### config.mk
export PLATFORM = sky130hd
export DESIGN_NAME = eight_lane_xoroshiro_generator_flat
export DESIGN_NICKNAME = d
export VERILOG_FILES = /design/src/hw/rtl/xlg_pkg.sv /design/src/hw/rtl/xlg_ifs.sv /design/src/hw/rtl/xlg_mix.sv /design/src/hw/rtl/xlg_lanes.sv /design/src/hw/rtl/eight_lane_xoroshiro_generator.sv /design/src/flat_wrapper.sv
export SDC_FILE = /design/constraint.sdc
export NUM_CORES = 2
export LEC_CHECK = 0
export ABC_AREA = 0
export ABC_CLOCK_PERIOD_IN_PS = 23600
export BUFFER_PORTS_ARGS = -buffer_cell sky130_fd_sc_hd__buf_2
export CAP_MARGIN = 0
export CORE_MARGIN = 5
export CORE_UTILIZATION = 45
export CTS_CLUSTER_SIZE = 25
export DETAILED_ROUTE_END_ITERATION = 6
export PLACE_DENSITY_LB_ADDON = 0.08
export SLEW_MARGIN = 20
export SYNTH_ARGS = -nofsm -noshare
export SYNTH_HDL_FRONTEND = slang
export SYNTH_SLANG_ARGS = --single-unit
### constraint.sdc
create_clock -name clk -period 23.6 [get_ports clk]
set_input_delay 3.54 -clock clk [delete_from_list [all_inputs] [get_ports clk]]
set_output_delay 3.54 -clock clk [all_outputs]
set_load 0.02 [all_outputs]
### src/hw/rtl/xlg_pkg.sv
package xlg_pkg;

	// default sizes
	localparam int LANES_DEF    = 8;
	localparam int MAX_DRAW_DEF = 64;

	// splitmix64 constants
	localparam logic [63:0] GOLDEN = 64'h9e3779b97f4a7c15;
	localparam logic [63:0] MIX_A  = 64'hbf58476d1ce4e5b9;
	localparam logic [63:0] MIX_B  = 64'h94d049bb133111eb;
	localparam int SH_MIX1 = 30;
	localparam int SH_MIX2 = 27;
	localparam int SH_MIX3 = 31;

	// xoroshiro128++ rotations and shifts
	localparam int ROT_OUT = 17;
	localparam int ROT_LO  = 49;
	localparam int SH_LO   = 21;
	localparam int ROT_HI  = 28;

	// fraction numerator is value >> 11
	localparam int FRAC_SHIFT = 11;

	// request kinds
	localparam logic REQ_RESTART = 1'b0;
	localparam logic REQ_DRAW    = 1'b1;

	// commands from the sequencer to the lane bank
	typedef struct packed {
		logic wr_lo;
		logic wr_hi;
		logic step;
	} lane_cmd_t;

	// sequencer states
	typedef enum logic [5:0] {
		ST_IDLE    = 6'b000001,
		ST_LO_GO   = 6'b000010,
		ST_LO_WAIT = 6'b000100,
		ST_HI_GO   = 6'b001000,
		ST_HI_WAIT = 6'b010000,
		ST_DRAW    = 6'b100000
	} seq_state_t;

	function automatic logic [63:0] rotl64(input logic [63:0] v, input int r);
		return (v << r) | (v >> (64 - r));
	endfunction

	// xoroshiro128++ output word
	function automatic logic [63:0] xo_output(input logic [63:0] a, input logic [63:0] b);
		return rotl64(a + b, ROT_OUT) + a;
	endfunction

endpackage

### src/hw/rtl/xlg_ifs.sv
// request channel: kind and draw count
interface xlg_req_if;
	logic       valid;
	logic       ready;
	logic       req_type;
	logic [6:0] count;

	modport source (output valid, req_type, count, input ready);
	modport sink (input valid, req_type, count, output ready);
endinterface

// result channel: one drawn value
interface xlg_res_if;
	logic        valid;
	logic        ready;
	logic [63:0] value;
	logic [52:0] fraction53;
	logic        last;

	modport source (output valid, value, fraction53, last, input ready);
	modport sink (input valid, value, fraction53, last, output ready);
endinterface

### src/hw/rtl/xlg_mix.sv
// splitmix64 finalizer on one shared 32x32 multiplier
// each 64-bit product sums the lo*lo, lo*hi and hi*lo partial products, then a fold step applies the xor-shift
module xlg_mix import xlg_pkg::*; (
	input  logic        clk,
	input  logic        arst_n,
	input  logic        start,
	input  logic [63:0] x,
	output logic        done,
	output logic [63:0] result
);

	logic [63:0] op_q;
	logic [63:0] acc_q;
	logic [63:0] res_q;
	logic [1:0]  step_q;
	logic        pass_q;
	logic        busy_q;
	logic        done_q;

	logic [63:0] z;
	logic [63:0] pre;
	logic [63:0] k;
	logic [31:0] mul_a;
	logic [31:0] mul_b;
	logic [63:0] prod;
	logic        launch;

	assign launch = start && !busy_q;
	assign z      = x + GOLDEN;
	assign pre    = z ^ (z >> SH_MIX1);
	assign k      = pass_q ? MIX_B : MIX_A;

	// partial product select: lo*lo, lo*hi, hi*lo
	always_comb begin
		case (step_q)
			2'd0: begin
				mul_a = op_q[31:0];
				mul_b = k[31:0];
			end
			2'd1: begin
				mul_a = op_q[31:0];
				mul_b = k[63:32];
			end
			default: begin
				mul_a = op_q[63:32];
				mul_b = k[31:0];
			end
		endcase
	end

	assign prod = {32'b0, mul_a} * {32'b0, mul_b};

	// control
	always_ff @(posedge clk or negedge arst_n) begin
		if (!arst_n) begin
			busy_q <= 1'b0;
			step_q <= 2'd0;
			pass_q <= 1'b0;
			done_q <= 1'b0;
		end else begin
			done_q <= 1'b0;
			if (launch) begin
				busy_q <= 1'b1;
				step_q <= 2'd0;
				pass_q <= 1'b0;
			end else if (busy_q) begin
				step_q <= step_q + 2'd1;
				if (step_q == 2'd3) begin
					if (!pass_q) begin
						pass_q <= 1'b1;
					end else begin
						busy_q <= 1'b0;
						done_q <= 1'b1;
					end
				end
			end
		end
	end

	// datapath
	always_ff @(posedge clk) begin
		if (launch) begin
			op_q <= pre;
		end else if (busy_q) begin
			case (step_q) inside
				2'd0: acc_q <= prod;
				2'd1, 2'd2: acc_q <= acc_q + {prod[31:0], 32'b0};
				default: begin
					if (!pass_q)
						op_q <= acc_q ^ (acc_q >> SH_MIX2);
					else
						res_q <= acc_q ^ (acc_q >> SH_MIX3);
				end
			endcase
		end
	end

	assign done   = done_q;
	assign result = res_q;

endmodule

### src/hw/rtl/xlg_lanes.sv
// generator state of all lanes; one lane read, stepped or written per cycle
module xlg_lanes import xlg_pkg::*; #(
	parameter int LANES = LANES_DEF,
	localparam int LANE_W = (LANES > 1) ? $clog2(LANES) : 1
) (
	input  logic              clk,
	input  lane_cmd_t         cmd,
	input  logic [LANE_W-1:0] idx,
	input  logic [63:0]       wdata,
	output logic [63:0]       value
);

	logic [63:0] lo_q [LANES];
	logic [63:0] hi_q [LANES];

	logic [63:0] a;
	logic [63:0] b;
	logic [63:0] bx;
	logic [63:0] next_lo;
	logic [63:0] next_hi;

	assign a       = lo_q[idx];
	assign b       = hi_q[idx];
	assign value   = xo_output(a, b);
	assign bx      = a ^ b;
	assign next_lo = rotl64(a, ROT_LO) ^ bx ^ (bx << SH_LO);
	assign next_hi = rotl64(bx, ROT_HI);

	// seeding writes and generator steps
	always_ff @(posedge clk) begin
		if (cmd.wr_lo)
			lo_q[idx] <= wdata;
		if (cmd.wr_hi)
			hi_q[idx] <= wdata;
		if (cmd.step) begin
			lo_q[idx] <= next_lo;
			hi_q[idx] <= next_hi;
		end
	end

endmodule

### src/hw/rtl/eight_lane_xoroshiro_generator.sv
// channel  | dir | payload                          | handshake
// ---------+-----+----------------------------------+-------------------
// req      | in  | req_type, count                  | valid / ready
// res      | out | value, fraction53, last          | valid / ready
// cfg      | in  | cfg_wdata (seed)                 | cfg_we, no stall
//
// A draw of n values sends one value a cycle from the lane bank while res is not
// stalled, one lane stepped per value.
// A restart reseeds lane by lane through the shared splitmix unit, two mixes per
// lane (lo word, then hi word); req.ready is low meanwhile. The same seeding pass
// runs after arst_n with seed 0.
// A stall on res holds the current value and pauses the draw.
module eight_lane_xoroshiro_generator import xlg_pkg::*; #(
	parameter int LANES    = LANES_DEF,
	parameter int MAX_DRAW = MAX_DRAW_DEF
) (
	input  logic        clk,
	input  logic        arst_n,
	input  logic        cfg_we,
	input  logic [63:0] cfg_wdata,
	xlg_req_if.sink     req,
	xlg_res_if.source   res
);

	localparam int LANE_W = (LANES > 1) ? $clog2(LANES) : 1;
	localparam int IDX_W  = $clog2(LANES + 1);

	seq_state_t        state_q;
	logic [63:0]       seed_q;
	logic [LANE_W-1:0] lane_q;
	logic [IDX_W-1:0]  idx_q;
	logic [6:0]        rem_q;
	logic              res_valid_q;
	logic [63:0]       res_value_q;
	logic              res_last_q;

	logic              req_acc;
	logic [6:0]        count_sat;
	logic [LANE_W-1:0] pos;
	logic              load;
	logic              last_lane;
	logic              mix_start;
	logic [63:0]       mix_x;
	logic              mix_done;
	logic [63:0]       mix_res;
	lane_cmd_t         lane_cmd;
	logic [LANE_W-1:0] lane_idx;
	logic [63:0]       lane_value;

	assign req.ready = (state_q == ST_IDLE);
	assign req_acc   = req.valid && req.ready;
	assign count_sat = (req.count > 7'(MAX_DRAW)) ? 7'(MAX_DRAW) : req.count;

	// buffer position: wraps to lane 0 when the buffer is used up
	assign pos  = (idx_q >= IDX_W'(LANES)) ? '0 : idx_q[LANE_W-1:0];
	assign load = (state_q == ST_DRAW) && (!res_valid_q || res.ready);

	assign last_lane = (lane_q == LANE_W'(LANES - 1));

	// seeding mixes
	assign mix_start = (state_q == ST_LO_GO) || (state_q == ST_HI_GO);
	assign mix_x     = (state_q == ST_LO_GO) ? seed_q + 64'(lane_q) : mix_res;

	xlg_mix u_mix (
		.clk    (clk),
		.arst_n (arst_n),
		.start  (mix_start),
		.x      (mix_x),
		.done   (mix_done),
		.result (mix_res)
	);

	// lane bank commands
	assign lane_cmd.wr_lo = (state_q == ST_LO_WAIT) && mix_done;
	assign lane_cmd.wr_hi = (state_q == ST_HI_WAIT) && mix_done;
	assign lane_cmd.step  = load;
	assign lane_idx       = (state_q == ST_DRAW) ? pos : lane_q;

	xlg_lanes #(
		.LANES (LANES)
	) u_lanes (
		.clk   (clk),
		.cmd   (lane_cmd),
		.idx   (lane_idx),
		.wdata (mix_res),
		.value (lane_value)
	);

	// sequencer
	always_ff @(posedge clk or negedge arst_n) begin
		if (!arst_n) begin
			state_q <= ST_LO_GO;
			seed_q  <= 64'd0;
			lane_q  <= '0;
			idx_q   <= IDX_W'(LANES);
			rem_q   <= 7'd0;
		end else begin
			if (cfg_we)
				seed_q <= cfg_wdata;
			unique case (state_q)
				ST_IDLE: begin
					if (req_acc) begin
						if (req.req_type == REQ_RESTART) begin
							state_q <= ST_LO_GO;
							lane_q  <= '0;
							idx_q   <= IDX_W'(LANES);
						end else if (count_sat != 7'd0) begin
							rem_q   <= count_sat;
							state_q <= ST_DRAW;
						end
					end
				end
				ST_LO_GO: state_q <= ST_LO_WAIT;
				ST_LO_WAIT: begin
					if (mix_done)
						state_q <= ST_HI_GO;
				end
				ST_HI_GO: state_q <= ST_HI_WAIT;
				ST_HI_WAIT: begin
					if (mix_done) begin
						if (last_lane) begin
							state_q <= ST_IDLE;
						end else begin
							lane_q  <= lane_q + LANE_W'(1);
							state_q <= ST_LO_GO;
						end
					end
				end
				ST_DRAW: begin
					if (load) begin
						idx_q <= IDX_W'(pos) + IDX_W'(1);
						rem_q <= rem_q - 7'd1;
						if (rem_q == 7'd1)
							state_q <= ST_IDLE;
					end
				end
				default: state_q <= ST_IDLE;
			endcase
		end
	end

	// output register
	always_ff @(posedge clk or negedge arst_n) begin
		if (!arst_n)
			res_valid_q <= 1'b0;
		else if (load)
			res_valid_q <= 1'b1;
		else if (res.ready)
			res_valid_q <= 1'b0;
	end

	always_ff @(posedge clk) begin
		if (load) begin
			res_value_q <= lane_value;
			res_last_q  <= (rem_q == 7'd1);
		end
	end

	assign res.valid      = res_valid_q;
	assign res.value      = res_value_q;
	assign res.fraction53 = res_value_q[63:FRAC_SHIFT];
	assign res.last       = res_last_q;

endmodule

### src/flat_wrapper.sv
// flat-port wrapper written by rule: the top's interface ports become plain ports
module eight_lane_xoroshiro_generator_flat import xlg_pkg::*;
#(
	parameter int LANES    = LANES_DEF,
	parameter int MAX_DRAW = MAX_DRAW_DEF
)
  (clk, arst_n, cfg_we, cfg_wdata, req_valid, req_req_type, req_count, req_ready, res_valid, res_value, res_fraction53, res_last, res_ready);
  xlg_req_if req_i ();
  xlg_res_if res_i ();
  input  logic clk;
  input  logic arst_n;
  input  logic cfg_we;
  input  logic [63:0] cfg_wdata;
  input wire logic [$bits(req_i.valid)-1:0] req_valid;
  input wire logic [$bits(req_i.req_type)-1:0] req_req_type;
  input wire logic [$bits(req_i.count)-1:0] req_count;
  output wire logic [$bits(req_i.ready)-1:0] req_ready;
  output wire logic [$bits(res_i.valid)-1:0] res_valid;
  output wire logic [$bits(res_i.value)-1:0] res_value;
  output wire logic [$bits(res_i.fraction53)-1:0] res_fraction53;
  output wire logic [$bits(res_i.last)-1:0] res_last;
  input wire logic [$bits(res_i.ready)-1:0] res_ready;
  assign req_i.valid = req_valid;
  assign req_i.req_type = req_req_type;
  assign req_i.count = req_count;
  assign req_ready = req_i.ready;
  assign res_valid = res_i.valid;
  assign res_value = res_i.value;
  assign res_fraction53 = res_i.fraction53;
  assign res_last = res_i.last;
  assign res_i.ready = res_ready;
  eight_lane_xoroshiro_generator #(.LANES(LANES), .MAX_DRAW(MAX_DRAW)) u_core (.clk(clk), .arst_n(arst_n), .cfg_we(cfg_we), .cfg_wdata(cfg_wdata), .req(req_i), .res(res_i));
endmodule
==> reports/metrics.json <==
{
  "outcome": {"value": "complete, no violations"},
  "finalCritPeriodShare": {"value": 0.538},
  "yosys.area_share.adder": {"value": 0.244},
  "drv.max_cap_violation_count": {"value": 0},
  "slew-limit-headroom": {"value": 0.185},
  "clock_insertion_delay_worst_skew": {"value": 0.78, "unit": "ns"},
  "routed_wl": {"value": 359000, "unit": "um"},
  "critPathArrivalTime": {"value": 13.21, "unit": "ns"},
  "synth.top_cells.by_count": {"value": "sky130_fd_sc_hd__edfxtp_1, sky130_fd_sc_hd__inv_1, sky130_fd_sc_hd__fa_1"},
  "setup_viol_count_final": {"value": 0},
  "postSynthNetCount": {"value": 9489},
  "synth_async_sr_flop_share": {"value": 0.0656},
  "post_cts.resized_instances": {"value": 0},
  "hold_class": {"value": "register to register"},
  "grt_antenna_before_repair": {"value": 14},
  "root_buffer": {"value": "sky130_fd_sc_hd__clkbuf_16"},
  "post-route-worst-setup-slack": {"value": 10.91, "unit": "ns"},
  "critPathMaxStageDelay": {"value": 0.67, "unit": "ns"},
  "global_route_overflow": {"value": 0},
  "floorplan.core_area": {"value": 0.207, "unit": "mm^2"},
  "area_growth": {"value": 9.26, "unit": "%"},
  "final-max-slew-violation-count": {"value": 0},
  "drt-wirelength-per-cell": {"value": 32.7, "unit": "um"},
  "drc": {"value": 0},
  "cell_with_the_most_instances_after_synthesis": {"value": "sky130_fd_sc_hd__edfxtp_1"},
  "hold_buffers": {"value": 0},
  "synth_simple_gate_area_share": {"value": 0.0907},
  "htree_num_levels": {"value": 4},
  "grt_usage": {"value": 0.327},
  "finalHoldViolations": {"value": 0},
  "placement.setup.worst_slack": {"value": 11.17, "unit": "ns"},
  "synth.cell_area": {"value": 0.0935, "unit": "mm^2"},
  "critical_path.max_fanout": {"value": 29},
  "grt_pass1_wl": {"value": 508000, "unit": "um"},
  "cts_tree": {"value": "yes"},
  "floorplan.die.width": {"value": 466, "unit": "um"},
  "final_worst_clock_skew": {"value": 0.0297, "unit": "ns"},
  "synth_enable_flop_cells": {"value": 1281},
  "clk_pin_slew": {"value": 0.07, "unit": "ns"},
  "number_of_vias_in_the_routed_layout": {"value": 66300},
  "post_route_cells_drive_above_1_share": {"value": 0.0899},
  "grt_start_max_net_pins": {"value": 93},
  "final.setup.tns": {"value": 0, "unit": "ns"},
  "synth_sequential_area_ratio": {"value": 0.435},
  "cts_num_sinks": {"value": 1371},
  "yosys_warnings": {"value": 0},
  "worstPathRequired": {"value": 24.11, "unit": "ns"},
  "whs": {"value": 0.482, "unit": "ns"},
  "drt_pass1_iterations": {"value": 7},
  "floorplan.die_area": {"value": 0.217, "unit": "mm^2"},
  "initial_utilization": {"value": 0.452},
  "gp_congestion": {"value": 1.05},
  "synth.largest_area_cell": {"value": "sky130_fd_sc_hd__edfxtp_1"},
  "synth_ff_type": {"value": "sky130_fd_sc_hd__edfxtp_1"},
  "netlist_top_cells_area": {"value": "sky130_fd_sc_hd__edfxtp_1, sky130_fd_sc_hd__fa_1, sky130_fd_sc_hd__ha_1"},
  "worst_slew_pin_slew": {"value": 1.21, "unit": "ns"},
  "crit_path_end_kind": {"value": "register"},
  "postSynthAreaPerCell": {"value": 11.6, "unit": "um^2"},
  "yosys-mux-area-fraction": {"value": 0.0131},
  "critPathLaunchType": {"value": "register"},
  "die_height": {"value": 466, "unit": "um"},
  "drt-vias-per-instance": {"value": 6.02},
  "yosys.area.top_type_share": {"value": 0.411},
  "first_global_vias": {"value": 66500},
  "crit_path_top_delay_cell": {"value": "sky130_fd_sc_hd__and4b_1"},
  "ys_seq_elements": {"value": 1371},
  "dp_hpwl": {"value": 282000, "unit": "um"},
  "rsz0062_at_grt": {"value": "no"},
  "cts-buffers-inserted": {"value": 145},
  "pin_count": {"value": 197},
  "std_cell_rows": {"value": 167},
  "combinational_family_with_the_most_area_after_synthesis": {"value": "adder cells"},
  "detailedRoute.firstIterationViolations": {"value": 7947},
  "netlist_cell_types": {"value": 112},
  "clk_path_buf_depth": {"value": 3},
  "nNetsFinal": {"value": 9585},
  "cts_post_setup_buffers_inserted": {"value": 0},
  "port_buffers": {"value": 196},
  "antenna_violating_nets_post_route": {"value": 0},
  "post-route-min-period": {"value": 12.69, "unit": "ns"},
  "synth_compound_area_frac": {"value": 0.109},
  "fmax": {"value": 78.8, "unit": "MHz"},
  "crit_type": {"value": "register to register"},
  "postSynthCellCount": {"value": 8083},
  "yosys.area_share.xor_xnor": {"value": 0.0492}
}
## per-layer routing
metal  part of all wire  vias up  track usage
met5            0.00021        -            0
met4              0.052       12        0.141
met3              0.085      681       0.0701
met2               0.46     3291        0.513
met1               0.41    33900        0.443
li1                   -    28400            -
## layout by cell type, fill, tap and decap left out, types with 162 or more instances in the layout
| cell type | instances |
|---|---|
| sky130_fd_sc_hd__nand2_1 | 675 |
| sky130_fd_sc_hd__o22ai_1 | 227 |
| sky130_fd_sc_hd__a21oi_1 | 295 |
| sky130_fd_sc_hd__xor2_1 | 184 |
| sky130_fd_sc_hd__o21ai_0 | 279 |
| sky130_fd_sc_hd__xnor2_1 | 319 |
| sky130_fd_sc_hd__a22oi_1 | 162 |
| sky130_fd_sc_hd__inv_1 | 1017 |
| sky130_fd_sc_hd__ha_1 | 500 |
| sky130_fd_sc_hd__edfxtp_1 | 1281 |
| sky130_fd_sc_hd__buf_2 | 195 |
| sky130_fd_sc_hd__nor2_1 | 466 |
| sky130_fd_sc_hd__fa_1 | 827 |
## final timing paths
path                                                 endpoint  slack [ns]                          start  depth (start not counted)
hold / removal                    u_core.idx_q[2]$_DFFE_PN0P_        0.48    u_core.idx_q[2]$_DFFE_PN0P_                          2
setup / recovery               u_core.res.value[49]$_DFFE_PP_       10.91  u_core.state_q[3]$_DFFE_PN0P_                         41
max in group asynchronous         u_core.rem_q[3]$_DFFE_PN0P_       19.75                         arst_n                          2
min in group asynchronous  u_core.u_mix.step_q[1]$_DFFE_PN0P_        2.76                         arst_n                          1
hold reg to reg                   u_core.idx_q[2]$_DFFE_PN0P_        0.48    u_core.idx_q[2]$_DFFE_PN0P_                          2
setup reg to reg               u_core.res.value[49]$_DFFE_PP_       10.91  u_core.state_q[3]$_DFFE_PN0P_                         41
## critical path: cells and delay by family (launching register included)
family / cells / cell delay, ns
AOI/OAI and AO/OA: 21 / 5.79
and+or+nand+nor: 11 / 3.48
buffers and inverters: 4 / 1.25
adders and majority gates: 3 / 1.03
DFF: 1 / 0.44
xor gates and xnor gates: 2 / 0.33
## final cells by class
class	count	area, um^2
fill	18700	105000
multi-input combinational	5317	47700
sequential	1371	40700
inverter	1020	3830
clock buffer	170	3790
tap	2704	3380
timing repair buffer	324	1950
clock inverter	89	787
antenna	8	20.0
## cell families (layout without fill, tap and decap cells)
family                     after synthesis  count (layout)
AOI/OAI and AO/OA                     1545            1545
and+or+nand+nor                       1818            1818
other                                    0               8
xor gates and xnor gates               512             512
buffers and inverters                 1395            1603
adders and majority gates             1329            1329
DFF                                   1371            1371
muxes                                  113             113
## per-stage QoR
stage	cells	area (um^2)	utilization
3_3_place_gp	10700	97500	0.471
3_5_place_dp	10700	97600	0.472
4_1_cts	11000	102000	0.494
2_1_floorplan	8083	93500	-
6_report	11000	102000	0.494
5_1_grt	11000	102000	0.494
## registers in the layout, summed over array words and instances (netlist names)
signal               cells
u_core.u_mix.busy_q      1
u_core.u_mix.step_q      2
u_core.state_q           6
u_core.u_mix.result     64
u_core.u_lanes.hi_q    512
u_core.u_mix.acc_q      64
u_core.u_mix.pass_q      1
u_core.u_mix.done        1
u_core.rem_q             7
u_core.seed_q           64
u_core.u_mix.op_q       64
u_core.lane_q            3
u_core.res.valid         1
u_core.u_lanes.lo_q    512
u_core.idx_q             4
u_core.res.value        64
u_core.res.last          1
Power is left out: the tool's default activity adds up to more than one toggle a clock period on the data nets, which glitch-free logic cannot reach.
